### src/sv/sfp_pkg.sv
// ----------------------------------------------------------------------------
// sfp_pkg: shared types and constants of the sensor frame parser
// Register indexes, reset values, field widths and controller/datapath structs.
// ----------------------------------------------------------------------------
`default_nettype none

package sfp_pkg;

    localparam int PARAM_DEPTH_DEF = 64;

    localparam int BYTE_W  = 8;
    localparam int LEN_W   = 16;
    localparam int COUNT_W = 7;
    localparam int INDEX_W = 6;
    localparam int SUM_W   = 16;
    localparam int OUT_W   = 48;
    localparam int CFG_IDX_W = 2;

    localparam logic [SUM_W-1:0] SUM_MOD = 16'hFFFF;

    // configuration register indexes
    localparam logic [CFG_IDX_W-1:0] REG_HEADER  = 2'd0;
    localparam logic [CFG_IDX_W-1:0] REG_VERSION = 2'd1;
    localparam logic [CFG_IDX_W-1:0] REG_TYPE    = 2'd2;

    localparam logic [BYTE_W-1:0] HEADER_RST  = 8'd170;
    localparam logic [BYTE_W-1:0] VERSION_RST = 8'd1;
    localparam logic [BYTE_W-1:0] TYPE_RST    = 8'd97;

    // controller to datapath
    typedef struct packed {
        logic sum_clr;
        logic sum_add;
        logic ld_len_hi;
        logic ld_len_lo;
        logic ld_cmd;
        logic ld_plen_hi;
        logic ld_plen_lo;
        logic wr_param;
        logic ld_sum_hi;
        logic emit_clr;
        logic emit_rd;
        logic emit_ld;
    } sfp_cmd_t;

    // datapath to controller
    typedef struct packed {
        logic hdr_ok;
        logic ver_ok;
        logic type_ok;
        logic plen_ok;
        logic params_done;
        logic sum_ok;
        logic emit_last;
        logic out_busy;
    } sfp_sts_t;

endpackage

`default_nettype wire

### src/sv/sfp_ram.sv
// ----------------------------------------------------------------------------
// sfp_ram: generic single-write, single-read RAM
// One write port and one read port with registered read data.
// ----------------------------------------------------------------------------
`default_nettype none

module sfp_ram #(
    parameter int WIDTH = 8,
    parameter int DEPTH = 64,
    parameter int AW    = (DEPTH > 1) ? $clog2(DEPTH) : 1
) (
    input  wire logic             clk,
    input  wire logic             wr_en,
    input  wire logic [AW-1:0]    wr_addr,
    input  wire logic [WIDTH-1:0] wr_data,
    input  wire logic             rd_en,
    input  wire logic [AW-1:0]    rd_addr,
    output logic      [WIDTH-1:0] rd_data
);

    logic [WIDTH-1:0] mem [DEPTH];

    always_ff @(posedge clk)
    begin
        if (wr_en)
        begin
            mem[wr_addr] <= wr_data;
        end
        if (rd_en)
        begin
            rd_data <= mem[rd_addr];
        end
    end

endmodule

`default_nettype wire

### src/sv/sfp_datapath.sv
// ----------------------------------------------------------------------------
// sfp_datapath: frame fields, checksum and parameter buffer
// Holds the configuration registers, the running sum, the captured fields,
// the parameter RAM and the output register.
// ----------------------------------------------------------------------------
`default_nettype none

module sfp_datapath #(
    parameter int PARAM_DEPTH = sfp_pkg::PARAM_DEPTH_DEF
) (
    input  wire logic                          clk,
    input  wire logic                          rst_n,
    input  wire sfp_pkg::sfp_cmd_t             cmd,
    output sfp_pkg::sfp_sts_t                  sts,
    input  wire logic [sfp_pkg::BYTE_W-1:0]    in_byte,
    input  wire logic                          cfg_fire,
    input  wire logic [sfp_pkg::CFG_IDX_W-1:0] cfg_index,
    input  wire logic [sfp_pkg::BYTE_W-1:0]    cfg_data,
    output logic                               m_valid,
    input  wire logic                          m_ready,
    output logic [sfp_pkg::OUT_W-1:0]          m_data,
    output logic                               m_last
);

    import sfp_pkg::*;

    localparam int AW = (PARAM_DEPTH > 1) ? $clog2(PARAM_DEPTH) : 1;
    localparam logic [COUNT_W-1:0] DEPTH_C = COUNT_W'(PARAM_DEPTH);

    logic [BYTE_W-1:0]  header_reg, version_reg, type_reg;
    logic [SUM_W-1:0]   sum_reg, sum_next;
    logic [SUM_W:0]     sum_wide;
    logic [COUNT_W-1:0] taken_reg, taken_inc;
    logic [COUNT_W-1:0] expected_reg;
    logic [BYTE_W-1:0]  plen_hi_reg;
    logic [LEN_W-1:0]   length_reg;
    logic [BYTE_W-1:0]  command_reg;
    logic [BYTE_W-1:0]  sum_hi_reg;
    logic [COUNT_W-1:0] emit_reg, emit_inc;
    logic [BYTE_W-1:0]  ram_rd_data;

    logic               out_valid_reg;
    logic               out_last_reg;
    logic [BYTE_W-1:0]  out_cmd_reg;
    logic [LEN_W-1:0]   out_len_reg;
    logic [COUNT_W-1:0] out_count_reg;
    logic [INDEX_W-1:0] out_index_reg;
    logic [BYTE_W-1:0]  out_byte_reg;

    // configuration registers
    always_ff @(posedge clk or negedge rst_n)
    begin
        if (!rst_n)
        begin
            header_reg  <= HEADER_RST;
            version_reg <= VERSION_RST;
            type_reg    <= TYPE_RST;
        end
        else if (cfg_fire)
        begin
            unique case (cfg_index)
                REG_HEADER:  header_reg  <= cfg_data;
                REG_VERSION: version_reg <= cfg_data;
                REG_TYPE:    type_reg    <= cfg_data;
                default:     ;
            endcase
        end
    end

    // running sum, reduced modulo 0xffff after each byte
    assign sum_wide = {1'b0, sum_reg} + {{(SUM_W + 1 - BYTE_W){1'b0}}, in_byte};
    always_comb
    begin
        if (sum_wide >= {1'b0, SUM_MOD})
        begin
            sum_next = SUM_W'(sum_wide - {1'b0, SUM_MOD});
        end
        else
        begin
            sum_next = sum_wide[SUM_W-1:0];
        end
    end

    assign taken_inc = taken_reg + COUNT_W'(1);
    assign emit_inc  = emit_reg + COUNT_W'(1);

    always_ff @(posedge clk or negedge rst_n)
    begin
        if (!rst_n)
        begin
            sum_reg      <= '0;
            taken_reg    <= '0;
            expected_reg <= '0;
            plen_hi_reg  <= '0;
            length_reg   <= '0;
            command_reg  <= '0;
            sum_hi_reg   <= '0;
            emit_reg     <= '0;
        end
        else
        begin
            if (cmd.sum_clr)
            begin
                sum_reg   <= {{(SUM_W - BYTE_W){1'b0}}, in_byte};
                taken_reg <= '0;
            end
            else if (cmd.sum_add)
            begin
                sum_reg <= sum_next;
            end
            if (cmd.wr_param)
            begin
                taken_reg <= taken_inc;
            end
            if (cmd.ld_len_hi)
            begin
                length_reg <= {in_byte, BYTE_W'(0)};
            end
            if (cmd.ld_len_lo)
            begin
                length_reg <= {length_reg[LEN_W-1:BYTE_W], in_byte};
            end
            if (cmd.ld_cmd)
            begin
                command_reg <= in_byte;
            end
            if (cmd.ld_plen_hi)
            begin
                plen_hi_reg <= in_byte;
            end
            if (cmd.ld_plen_lo)
            begin
                expected_reg <= in_byte[COUNT_W-1:0];
            end
            if (cmd.ld_sum_hi)
            begin
                sum_hi_reg <= in_byte;
            end
            if (cmd.emit_clr)
            begin
                emit_reg <= '0;
            end
            else if (cmd.emit_ld)
            begin
                emit_reg <= emit_inc;
            end
        end
    end

    sfp_ram #(
        .WIDTH (BYTE_W),
        .DEPTH (PARAM_DEPTH)
    ) u_param_ram (
        .clk     (clk),
        .wr_en   (cmd.wr_param),
        .wr_addr (taken_reg[AW-1:0]),
        .wr_data (in_byte),
        .rd_en   (cmd.emit_rd),
        .rd_addr (emit_reg[AW-1:0]),
        .rd_data (ram_rd_data)
    );

    // output register
    always_ff @(posedge clk or negedge rst_n)
    begin
        if (!rst_n)
        begin
            out_valid_reg <= 1'b0;
        end
        else if (cmd.emit_ld)
        begin
            out_valid_reg <= 1'b1;
        end
        else if (m_ready)
        begin
            out_valid_reg <= 1'b0;
        end
    end

    always_ff @(posedge clk)
    begin
        if (cmd.emit_ld)
        begin
            out_cmd_reg   <= command_reg;
            out_len_reg   <= length_reg;
            out_count_reg <= expected_reg;
            out_index_reg <= emit_reg[INDEX_W-1:0];
            out_byte_reg  <= ram_rd_data;
            out_last_reg  <= sts.emit_last;
        end
    end

    assign m_valid = out_valid_reg;
    assign m_last  = out_last_reg;
    assign m_data  = {3'b000, out_byte_reg, out_index_reg, out_count_reg,
                      out_len_reg, out_cmd_reg};

    always_comb
    begin
        sts.hdr_ok      = (in_byte == header_reg);
        sts.ver_ok      = (in_byte == version_reg);
        sts.type_ok     = (in_byte == type_reg);
        sts.plen_ok     = (plen_hi_reg == '0) && (in_byte != '0)
                          && ({1'b0, in_byte} <= {{(BYTE_W + 1 - COUNT_W){1'b0}}, DEPTH_C});
        sts.params_done = (taken_inc == expected_reg);
        sts.sum_ok      = ({sum_hi_reg, in_byte} == sum_reg);
        sts.emit_last   = (emit_inc == expected_reg);
        sts.out_busy    = out_valid_reg;
    end

    // a parameter write stays inside the buffer
    assert property (@(posedge clk) disable iff (!rst_n)
        cmd.wr_param |-> (taken_reg < DEPTH_C))
    else $error("parameter write beyond buffer depth");

    // the run closes on the entry whose index is count minus one
    assert property (@(posedge clk) disable iff (!rst_n)
        (out_valid_reg && out_last_reg)
            |-> ({1'b0, out_index_reg} + COUNT_W'(1) == out_count_reg))
    else $error("last flag on wrong parameter index");

endmodule

`default_nettype wire

### src/sv/sfp_ctrl.sv
// ----------------------------------------------------------------------------
// sfp_ctrl: frame parser controller
// Walks the frame fields byte by byte and sequences the parameter read-out.
// ----------------------------------------------------------------------------
`default_nettype none

module sfp_ctrl (
    input  wire logic              clk,
    input  wire logic              rst_n,
    input  wire logic              in_valid,
    output logic                   in_ready,
    input  wire sfp_pkg::sfp_sts_t sts,
    output sfp_pkg::sfp_cmd_t      cmd
);

    import sfp_pkg::*;

    localparam logic [3:0] ST_HUNT    = 4'd0;
    localparam logic [3:0] ST_LEN_HI  = 4'd1;
    localparam logic [3:0] ST_LEN_LO  = 4'd2;
    localparam logic [3:0] ST_VER     = 4'd3;
    localparam logic [3:0] ST_TYPE    = 4'd4;
    localparam logic [3:0] ST_CMD     = 4'd5;
    localparam logic [3:0] ST_PLEN_HI = 4'd6;
    localparam logic [3:0] ST_PLEN_LO = 4'd7;
    localparam logic [3:0] ST_PARAM   = 4'd8;
    localparam logic [3:0] ST_SUM_HI  = 4'd9;
    localparam logic [3:0] ST_SUM_LO  = 4'd10;
    localparam logic [3:0] ST_EMIT_RD = 4'd11;
    localparam logic [3:0] ST_EMIT_LD = 4'd12;

    logic [3:0] state_reg, state_next;
    logic       fire;

    assign in_ready = (state_reg != ST_EMIT_RD) && (state_reg != ST_EMIT_LD);
    assign fire     = in_valid && in_ready;

    always_comb
    begin
        state_next = state_reg;
        cmd        = '0;
        unique case (state_reg)
            ST_HUNT:
            begin
                cmd.sum_clr = fire;
                if (fire)
                begin
                    state_next = sts.hdr_ok ? ST_LEN_HI : ST_HUNT;
                end
            end
            ST_LEN_HI:
            begin
                cmd.ld_len_hi = fire;
                cmd.sum_add   = fire;
                if (fire)
                begin
                    state_next = ST_LEN_LO;
                end
            end
            ST_LEN_LO:
            begin
                cmd.ld_len_lo = fire;
                cmd.sum_add   = fire;
                if (fire)
                begin
                    state_next = ST_VER;
                end
            end
            ST_VER:
            begin
                cmd.sum_add = fire;
                if (fire)
                begin
                    state_next = sts.ver_ok ? ST_TYPE : ST_HUNT;
                end
            end
            ST_TYPE:
            begin
                cmd.sum_add = fire;
                if (fire)
                begin
                    state_next = sts.type_ok ? ST_CMD : ST_HUNT;
                end
            end
            ST_CMD:
            begin
                cmd.ld_cmd  = fire;
                cmd.sum_add = fire;
                if (fire)
                begin
                    state_next = ST_PLEN_HI;
                end
            end
            ST_PLEN_HI:
            begin
                cmd.ld_plen_hi = fire;
                cmd.sum_add    = fire;
                if (fire)
                begin
                    state_next = ST_PLEN_LO;
                end
            end
            ST_PLEN_LO:
            begin
                cmd.ld_plen_lo = fire;
                cmd.sum_add    = fire;
                if (fire)
                begin
                    state_next = sts.plen_ok ? ST_PARAM : ST_HUNT;
                end
            end
            ST_PARAM:
            begin
                cmd.wr_param = fire;
                cmd.sum_add  = fire;
                if (fire && sts.params_done)
                begin
                    state_next = ST_SUM_HI;
                end
            end
            ST_SUM_HI:
            begin
                cmd.ld_sum_hi = fire;
                if (fire)
                begin
                    state_next = ST_SUM_LO;
                end
            end
            ST_SUM_LO:
            begin
                cmd.emit_clr = fire;
                if (fire)
                begin
                    state_next = sts.sum_ok ? ST_EMIT_RD : ST_HUNT;
                end
            end
            ST_EMIT_RD:
            begin
                // wait for the output register to drain before the next read
                if (!sts.out_busy)
                begin
                    cmd.emit_rd = 1'b1;
                    state_next  = ST_EMIT_LD;
                end
            end
            ST_EMIT_LD:
            begin
                cmd.emit_ld = 1'b1;
                state_next  = sts.emit_last ? ST_HUNT : ST_EMIT_RD;
            end
            default:
            begin
                state_next = ST_HUNT;
            end
        endcase
    end

    always_ff @(posedge clk or negedge rst_n)
    begin
        if (!rst_n)
        begin
            state_reg <= ST_HUNT;
        end
        else
        begin
            state_reg <= state_next;
        end
    end

    // a result is only loaded into an empty output register
    assert property (@(posedge clk) disable iff (!rst_n)
        cmd.emit_ld |-> !sts.out_busy)
    else $error("output register overwritten");

    // a good checksum starts the read-out
    assert property (@(posedge clk) disable iff (!rst_n)
        (state_reg == ST_SUM_LO && fire && sts.sum_ok) |=> (state_reg == ST_EMIT_RD))
    else $error("read-out not started after good checksum");

    // every read is followed by a load in the next cycle
    assert property (@(posedge clk) disable iff (!rst_n)
        cmd.emit_rd |=> cmd.emit_ld)
    else $error("parameter read not loaded");

endmodule

`default_nettype wire

### src/sv/sensor_frame_parser_unit.sv
// ----------------------------------------------------------------------------
// sensor_frame_parser_unit: serial frame parser with 16-bit sum checksum
// input: one received byte per cycle while a frame is parsed; after the
//   checksum byte transfer, the first result follows a RAM read and a load
// read-out: each result takes a RAM read, an output load and a transfer in
//   turn; the input side stalls while a frame's parameters are sent
// reset: rst_n clears the parser to the header hunt and restores the default
//   register values at once; the parameter RAM has no reset
// ----------------------------------------------------------------------------
`default_nettype none

module sensor_frame_parser_unit #(
    parameter int PARAM_DEPTH = sfp_pkg::PARAM_DEPTH_DEF
) (
    input  wire logic                          clk,
    input  wire logic                          rst_n,
    input  wire logic                          s_axis_tvalid,
    output logic                               s_axis_tready,
    input  wire logic [sfp_pkg::BYTE_W-1:0]    s_axis_tdata,  // [7:0] in_byte
    output logic                               m_axis_tvalid,
    input  wire logic                          m_axis_tready,
    // [7:0] command_word, [23:8] frame_length, [30:24] param_count,
    // [36:31] param_index, [44:37] param_byte, [47:45] zero
    output logic [sfp_pkg::OUT_W-1:0]          m_axis_tdata,
    output logic                               m_axis_tlast,  // last
    input  wire logic                          cfg_valid,
    output logic                               cfg_ready,
    input  wire logic [sfp_pkg::CFG_IDX_W-1:0] cfg_index,
    input  wire logic [sfp_pkg::BYTE_W-1:0]    cfg_data
);

    import sfp_pkg::*;

    sfp_cmd_t cmd;
    sfp_sts_t sts;

    assign cfg_ready = 1'b1;

    sfp_ctrl u_ctrl (
        .clk      (clk),
        .rst_n    (rst_n),
        .in_valid (s_axis_tvalid),
        .in_ready (s_axis_tready),
        .sts      (sts),
        .cmd      (cmd)
    );

    sfp_datapath #(
        .PARAM_DEPTH (PARAM_DEPTH)
    ) u_datapath (
        .clk       (clk),
        .rst_n     (rst_n),
        .cmd       (cmd),
        .sts       (sts),
        .in_byte   (s_axis_tdata),
        .cfg_fire  (cfg_valid && cfg_ready),
        .cfg_index (cfg_index),
        .cfg_data  (cfg_data),
        .m_valid   (m_axis_tvalid),
        .m_ready   (m_axis_tready),
        .m_data    (m_axis_tdata),
        .m_last    (m_axis_tlast)
    );

endmodule

`default_nettype wire

### config.mk
export PLATFORM = sky130hd
export DESIGN_NAME = sensor_frame_parser_unit
export DESIGN_NICKNAME = d
export VERILOG_FILES = /design/src/sv/sfp_pkg.sv /design/src/sv/sfp_ram.sv /design/src/sv/sfp_datapath.sv /design/src/sv/sfp_ctrl.sv /design/src/sv/sensor_frame_parser_unit.sv
export SDC_FILE = /design/constraint.sdc
export NUM_CORES = 1
export LEC_CHECK = 0
export ABC_AREA = 1
export BUFFER_PORTS_ARGS = -buffer_cell sky130_fd_sc_hd__buf_2
export CAP_MARGIN = 10
export CORE_MARGIN = 2
export CORE_UTILIZATION = 60
export DETAILED_ROUTE_END_ITERATION = 12
export PLACE_DENSITY = 0.77
export SYNTH_ARGS = -nofsm -noshare
export SYNTH_HDL_FRONTEND = slang
export SYNTH_SLANG_ARGS = --single-unit
### constraint.sdc
create_clock -name clk -period 3.01 [get_ports clk]
set_input_delay 0.602 -clock clk [delete_from_list [all_inputs] [get_ports clk]]
set_output_delay 0.602 -clock clk [all_outputs]
set_load 0.01 [all_outputs]
# After elaboration in Yosys (flattened, before gate mapping)

Memory sizes are Yosys's and may differ from the RTL's. A register that Yosys moved wholly into a read port is not among the register bits.
Cells that the tools add are included.

Register bits after elaboration: 152
Bits in latches: 0
RAM bits: 512
Memory bits (read-only): 0
Bits of input ports: 23
Output and inout bits: 52
Logic and storage cells: 127
Memories: 1

Memories:

| memory                     | depth | width | read ports | clocked after Yosys merged registers in | write ports | RTL line      | text |
|---|---|---|---|---|---|---|---|
| u_datapath.u_param_ram.mem | 64    | 8     | 1          | 1                                       | 1           | sfp_ram.sv:21 | `logic [WIDTH-1:0] mem [DEPTH];` |

Add/sub/neg operators: 4
$mul: 0
Div/mod/pow operators: 0
Magnitude comparators: 2
Eq/ne operators: 34
Shift-type cells: 0
Mux-type cells: 45
Bitwise gates (word level): 1
Reduce and logical (&&, ||, !) cells: 20

Operators with widths:

| cell                     | count |
|---|---|
| $mux W4                  | 15 |
| $pmux W4 S13             | 1 |
| $mux W16                 | 3 |
| $mux W7                  | 4 |
| $eq A8 B8 Y1             | 3 |
| $ne A2 B1 Y1 const B     | 11 |
| $eq A4 B4 Y1 const B     | 5 |
| $mux W1                  | 18 |
| $add A16 B8 Y17          | 1 |
| $ge A17 B16 Y1 const B   | 1 |
| $eq A16 B16 Y1           | 1 |
| $eq A4 B3 Y1 const B     | 4 |
| $mux W8                  | 2 |
| $sub A16 B16 Y16 const B | 1 |
| $add A7 B1 Y7 const B    | 2 |
| $eq A7 B7 Y1             | 2 |
| $reduce_and A12 Y1       | 1 |
| $reduce_bool A2 Y1       | 5 |
| $eq A4 B2 Y1 const B     | 2 |
| $le A8 B7 Y1 const B     | 1 |
| $logic_not A8 Y1         | 1 |
| $ne A4 B4 Y1 const B     | 2 |
| $reduce_and A2 Y1        | 4 |
| $reduce_bool A8 Y1       | 1 |
| 10 further kinds         | 15 |

# Longest topological paths before layout

Word-level depth: 6
Gate-level depth with buffers: 19
Depth with buffers taken out: 18

# Cells and area by module

A second synthesis with hierarchy kept.

Cell total of the unflattened synthesis: 2,708
Area total of the unflattened synthesis: 29,246.8 sq um

By module, submodules not included:

| module                   | times used | cells an instance | area each (sq um) | sequential area each (sq um) |
|---|---|---|---|---|
| sfp_ram                  | 1          | 1,805             | 21,419.3          | 15,615.0 |
| sfp_datapath             | 1          | 811               | 7,320.8           | 3,943.8 |
| sfp_ctrl                 | 1          | 90                | 495.5             | 100.1 |
| sensor_frame_parser_unit | 1          | 2                 | 11.3              | 0.0 |

# Worst setup path before layout

OpenSTA, ideal clock, no wires.

Kind: in2reg
Start: input s_axis_tdata[0] (netlist bit)
End: register u_datapath.sum_reg[4]
Library setup time: 0.117 ns
Arrival: 2.562 ns
Data required time: 2.893 ns
Slack: 0.331 ns
Cell stages on the path: 14
Buffers on the path: 1
Cells stage by stage: ha_1 -> fa_1 -> xnor2_1 -> nor2_1 -> nand3_1 -> nor2_2 -> nand2_2 -> nor2_4 -> nand3_4 -> buf_6 -> nand4_1 -> nand3_1 -> nand2_1 -> nand2_1

Cells in the longest elaborated chain, start to end: 5
Elaborated cells between the ends (all ways): 6
Those cells by class: add/sub: 2; order compare: 1; mux: 3

RTL lines:

| what                                               | RTL line                               | text |
|---|---|---|
| start: declaration                                 | sensor_frame_parser_unit.sv:19         | `input wire logic [sfp_pkg::BYTE_W-1:0] s_axis_tdata,` |
| $add A16 B8 Y17 (*)                                | sfp_datapath.sv:71                     | `assign sum_wide = {1'b0, sum_reg} + {{(SUM_W + 1 - BYTE_W){1'b0}}, in_byte};` |
| $sub A16 B16 Y16 or $ge A17 B16 Y1 (tied branches) | sfp_datapath.sv:76, sfp_datapath.sv:74 |  |
| $mux W16 (*)                                       | sfp_datapath.sv:74                     | `if (sum_wide >= {1'b0, SUM_MOD})` |
| $mux W16 (*)                                       | sfp_datapath.sv:107                    | `else if (cmd.sum_add)` |
| $mux W16 (*)                                       | sfp_datapath.sv:102                    | `if (cmd.sum_clr)` |
| end signal: assignment                             | sfp_datapath.sv:104                    | `sum_reg <= {{(SUM_W - BYTE_W){1'b0}}, in_byte};` |
| end signal: assignment                             | sfp_datapath.sv:109                    | `sum_reg <= sum_next;` |
| end: declaration                                   | sfp_datapath.sv:31                     | `logic [SUM_W-1:0] sum_reg, sum_next;` |

Mark *: on every way between the ends. The rest lies on a longest branch, timed or not. The select of a mux whose other input is x is not followed.
A chain may end at the register's enable or synchronous reset.

==> impl_metrics.tcl <==
set metrics [dict create \
    rr_endpoint "u_datapath.u_param_ram.rd_data[0]" \
    worstHoldPathType "in -> reg" \
    ir_drop_v 0.000430 \
    detailedRoute.firstIterationViolations 2529 \
    kind_of_start_point_of_the_critical_path "register" \
    synth.lib_cells_used.distinct 49 \
    dieArea_um2 48800 \
    timing.critical_path.fanout_max 45 \
    maxCapViolations 0 \
    max_flop_register "u_datapath.u_param_ram.mem" \
    grt_start_max_net_pins 129 \
    worstSkewPairLatency_ps 620 \
    slew_violations 0 \
    gp_congestion 0.893 \
    postRouteAntennaNets 0 \
    dp_hpwl_um 45300 \
    antenna_found_initial 3 \
    layout.core_utilization 0.691 \
    synth.avg_cell_area_um2 11.6 \
    timing.fmax_mhz 353 \
    post_route_cells_drive_above_1_share 0.144 \
    rows 79 \
    post_route_worst_hold_slack_ps 191 \
    synthesis.yosys.warnings 0 \
    clock_tree.root_cell "clkbuf_16" \
    route.detailed.vias_per_inst 6.18 \
    placed_cells_incl_taps 3115 \
    synth-seq-area-share 0.697 \
    syn_to_final_growth_pct 13.8 \
    syn_area_um2 28200 \
    worst-endpoint-arrival_ps 3160 \
    final-instance-count-excl-fill 3238 \
    finalHoldViolations 0 \
    antennaDiodeCount 0 \
    grt_remaining_overflow 0 \
    num_vias 20020 \
    cts.sinks 672 \
    endpoint_kind "register" \
    period_minus_slack_ps 2830 \
    tightest_slew_ps 847 \
    endpoint "u_datapath.u_param_ram.rd_data[0]" \
    startpoint "u_datapath.emit_reg[0]" \
    fp.dieW_um 221 \
    cts_max_level 3 \
    final_net_count 2613 \
    timing.slew.headroom 0.433 \
    leakage_nw 11.7 \
    remaining_routing_drc_violations 0 \
    ff2ff_path_depth 9 \
    tritoncts.num_buffers 67 \
    setup_repair_after_global_routing_missed_its_margin "no" \
    globalRouteTotalUtil 0.298 \
    report.final.setup_viol 0 \
    setup_slack_reg_to_reg_ps 180 \
    final.setup.tns_ps 0 \
    number_of_global_route_vias_before_repair 19545 \
    finalWirelength_um 72400 \
    number_of_enable_flip_flop_cells_after_synthesis 566 \
    clock_tree_from_tritoncts "yes" \
    ys_async_sr_fraction 0.158 \
    power_density_nw_per_um2 655 \
    worstSetupPathType "reg -> reg" \
    die_h_um 221 \
    largest_register_ffs 512 \
    outcome "complete, no violations" \
    postSynthCellCount 2436 \
    clock_skew_ps 22.3 \
    cts_max_path_buffers 3 \
    firstDrtPassIters 6 \
    io_pins 75 \
    yosys_register_bits 672 \
    placeableCoreArea_um2 46500 \
    most_used_dff_post_synth "edfxtp_1" \
    post_cts.resized_instances 0 \
    port-buffer-count 70 \
    floorplan.initialDensity 0.607 \
    worst_path_clk_slew_ps 60 \
    fin_crit_sh 0.942 \
    critical_path.reg2reg.startpoint "u_datapath.emit_reg[0]" \
    wl_per_cell_um 22.4 \
    grt_pass1_wl_um 112000 \
    required_ps 3340 \
]
-- repair_timing --
| item | 4_1_cts | 5_1_grt |
|---|---|---|
| hold buffers | 1 | 0 |
| setup buffers | 0 | 0 |
| endpoints found under the hold margin | 35 | 0 |
-- synth_stat cells, types with 8 or more instances --
| master | count | area share |
|---|---|---|
| nand2_1 | 235 | 0.031 |
| inv_2 | 9 | 0.0012 |
| dfstp_2 | 8 | 0.0075 |
| nand3_1 | 69 | 0.012 |
| o21ai_0 | 396 | 0.070 |
| nand2_2 | 19 | 0.0042 |
| nor2_2 | 9 | 0.0020 |
| nor2_1 | 453 | 0.060 |
| buf_2 | 10 | 0.0018 |
| nand4_1 | 26 | 0.0058 |
| edfxtp_1 | 566 | 0.60 |
| dfrtp_1 | 98 | 0.087 |
| inv_1 | 92 | 0.012 |
| xor2_1 | 29 | 0.0090 |
| a21oi_1 | 12 | 0.0021 |
| o221ai_1 | 20 | 0.0062 |
| o211ai_1 | 10 | 0.0027 |
| clkbuf_1 | 112 | 0.015 |
| ha_1 | 11 | 0.0049 |
| xnor2_1 | 23 | 0.0071 |
| nor4_1 | 8 | 0.0018 |
| o22ai_1 | 143 | 0.032 |
-- worst max-delay path: stages, from the launching register on --
cell and delay, ps:
dfrtp_4 550, inv_6 190, buf_12 220, buf_4 170, o21ai_0 180, o22ai_1 90
o21ai_0 300, o22ai_1 160, o211ai_1 480, nand2_1 200
-- cell type report --
class | count | area [um2]
flip-flops and latches | 672 | 19700
fillers | 3210 | 14400
clock inverters | 40 | 413
inverters | 105 | 402
repair buffers | 207 | 1510
clock buffers | 82 | 1750
multi-input cells | 1525 | 7600
well taps | 607 | 759
-- where the power goes --
part           switching, mW  internal [mW]
Combinational           1.47          0.761
Clock                   3.55           4.65
Sequential             0.229           10.4
-- how the worst min path moves through the flow --
stage,start,end,slack [ps],depth (start not counted)
floorplan,rst_n,u_ctrl.state_reg[0],310,0
global placement,u_datapath.u_param_ram.rd_data[6],u_datapath.out_byte_reg[6],400,0
detailed placement,u_datapath.u_param_ram.rd_data[1],u_datapath.out_byte_reg[1],400,0
CTS,m_axis_tready,u_datapath.m_valid,170,2
global route,m_axis_tready,u_datapath.m_valid,190,2
finish,m_axis_tready,u_datapath.m_valid,190,2
-- layer usage --
metal / GRT usage / share of wire / vias to the layer above
met5: 0 / 0 / -
met4: 0.142 / 0.046 / 0
met3: 0.0484 / 0.089 / 207
met2: 0.476 / 0.48 / 1106
met1: 0.404 / 0.38 / 9687
li1: - / - / 9020
-- cell families (layout without fill, tap and decap cells) --
family,count (synthesis),after routing,synth area share
AOI/OAI and AO/OA,604,604,0.119
xor gates and xnor gates,52,52,0.0161
adders and majority gates,12,12,0.00559
buffers and inverters,241,434,0.0338
DFF,672,672,0.697
other,2,4,0.000266
and+or+nand+nor,853,853,0.128
-- placed cells by master, fill, tap and decap left out, types with 7 or more instances in the layout --
cell type | netlist | final
xor2_1 | 29 | 29
clkbuf_16 | 0 | 67
nor2_1 | 453 | 453
nor3_1 | 7 | 7
a21oi_1 | 12 | 12
xnor2_1 | 23 | 23
o221ai_1 | 20 | 20
clkinv_2 | 0 | 11
nand3_1 | 69 | 69
buf_2 | 10 | 69
nand2_2 | 19 | 19
ha_1 | 11 | 11
dfrtp_1 | 98 | 95
nand4_1 | 26 | 26
clkbuf_1 | 112 | 13
o22ai_1 | 143 | 143
o211ai_1 | 10 | 10
buf_12 | 0 | 10
nand2_1 | 235 | 235
inv_1 | 92 | 89
o21ai_0 | 396 | 396
nor2_2 | 9 | 9
nor4_1 | 8 | 8
inv_2 | 9 | 12
clkinv_1 | 3 | 13
dfstp_2 | 8 | 8
buf_4 | 7 | 127
edfxtp_1 | 566 | 566
-- through the flow --
step,setup WS [ps],power (mW),instance area [um2]
detailed placement,-18.7,13.0,29900
CTS,243,21.1,32100
finish,175,21.0,32100
global placement,-7.76,12.9,29900
global route,24.6,21.8,32100
floorplan,331,12.3,28200
No activity file was read; power rests on OpenSTA's default activity.
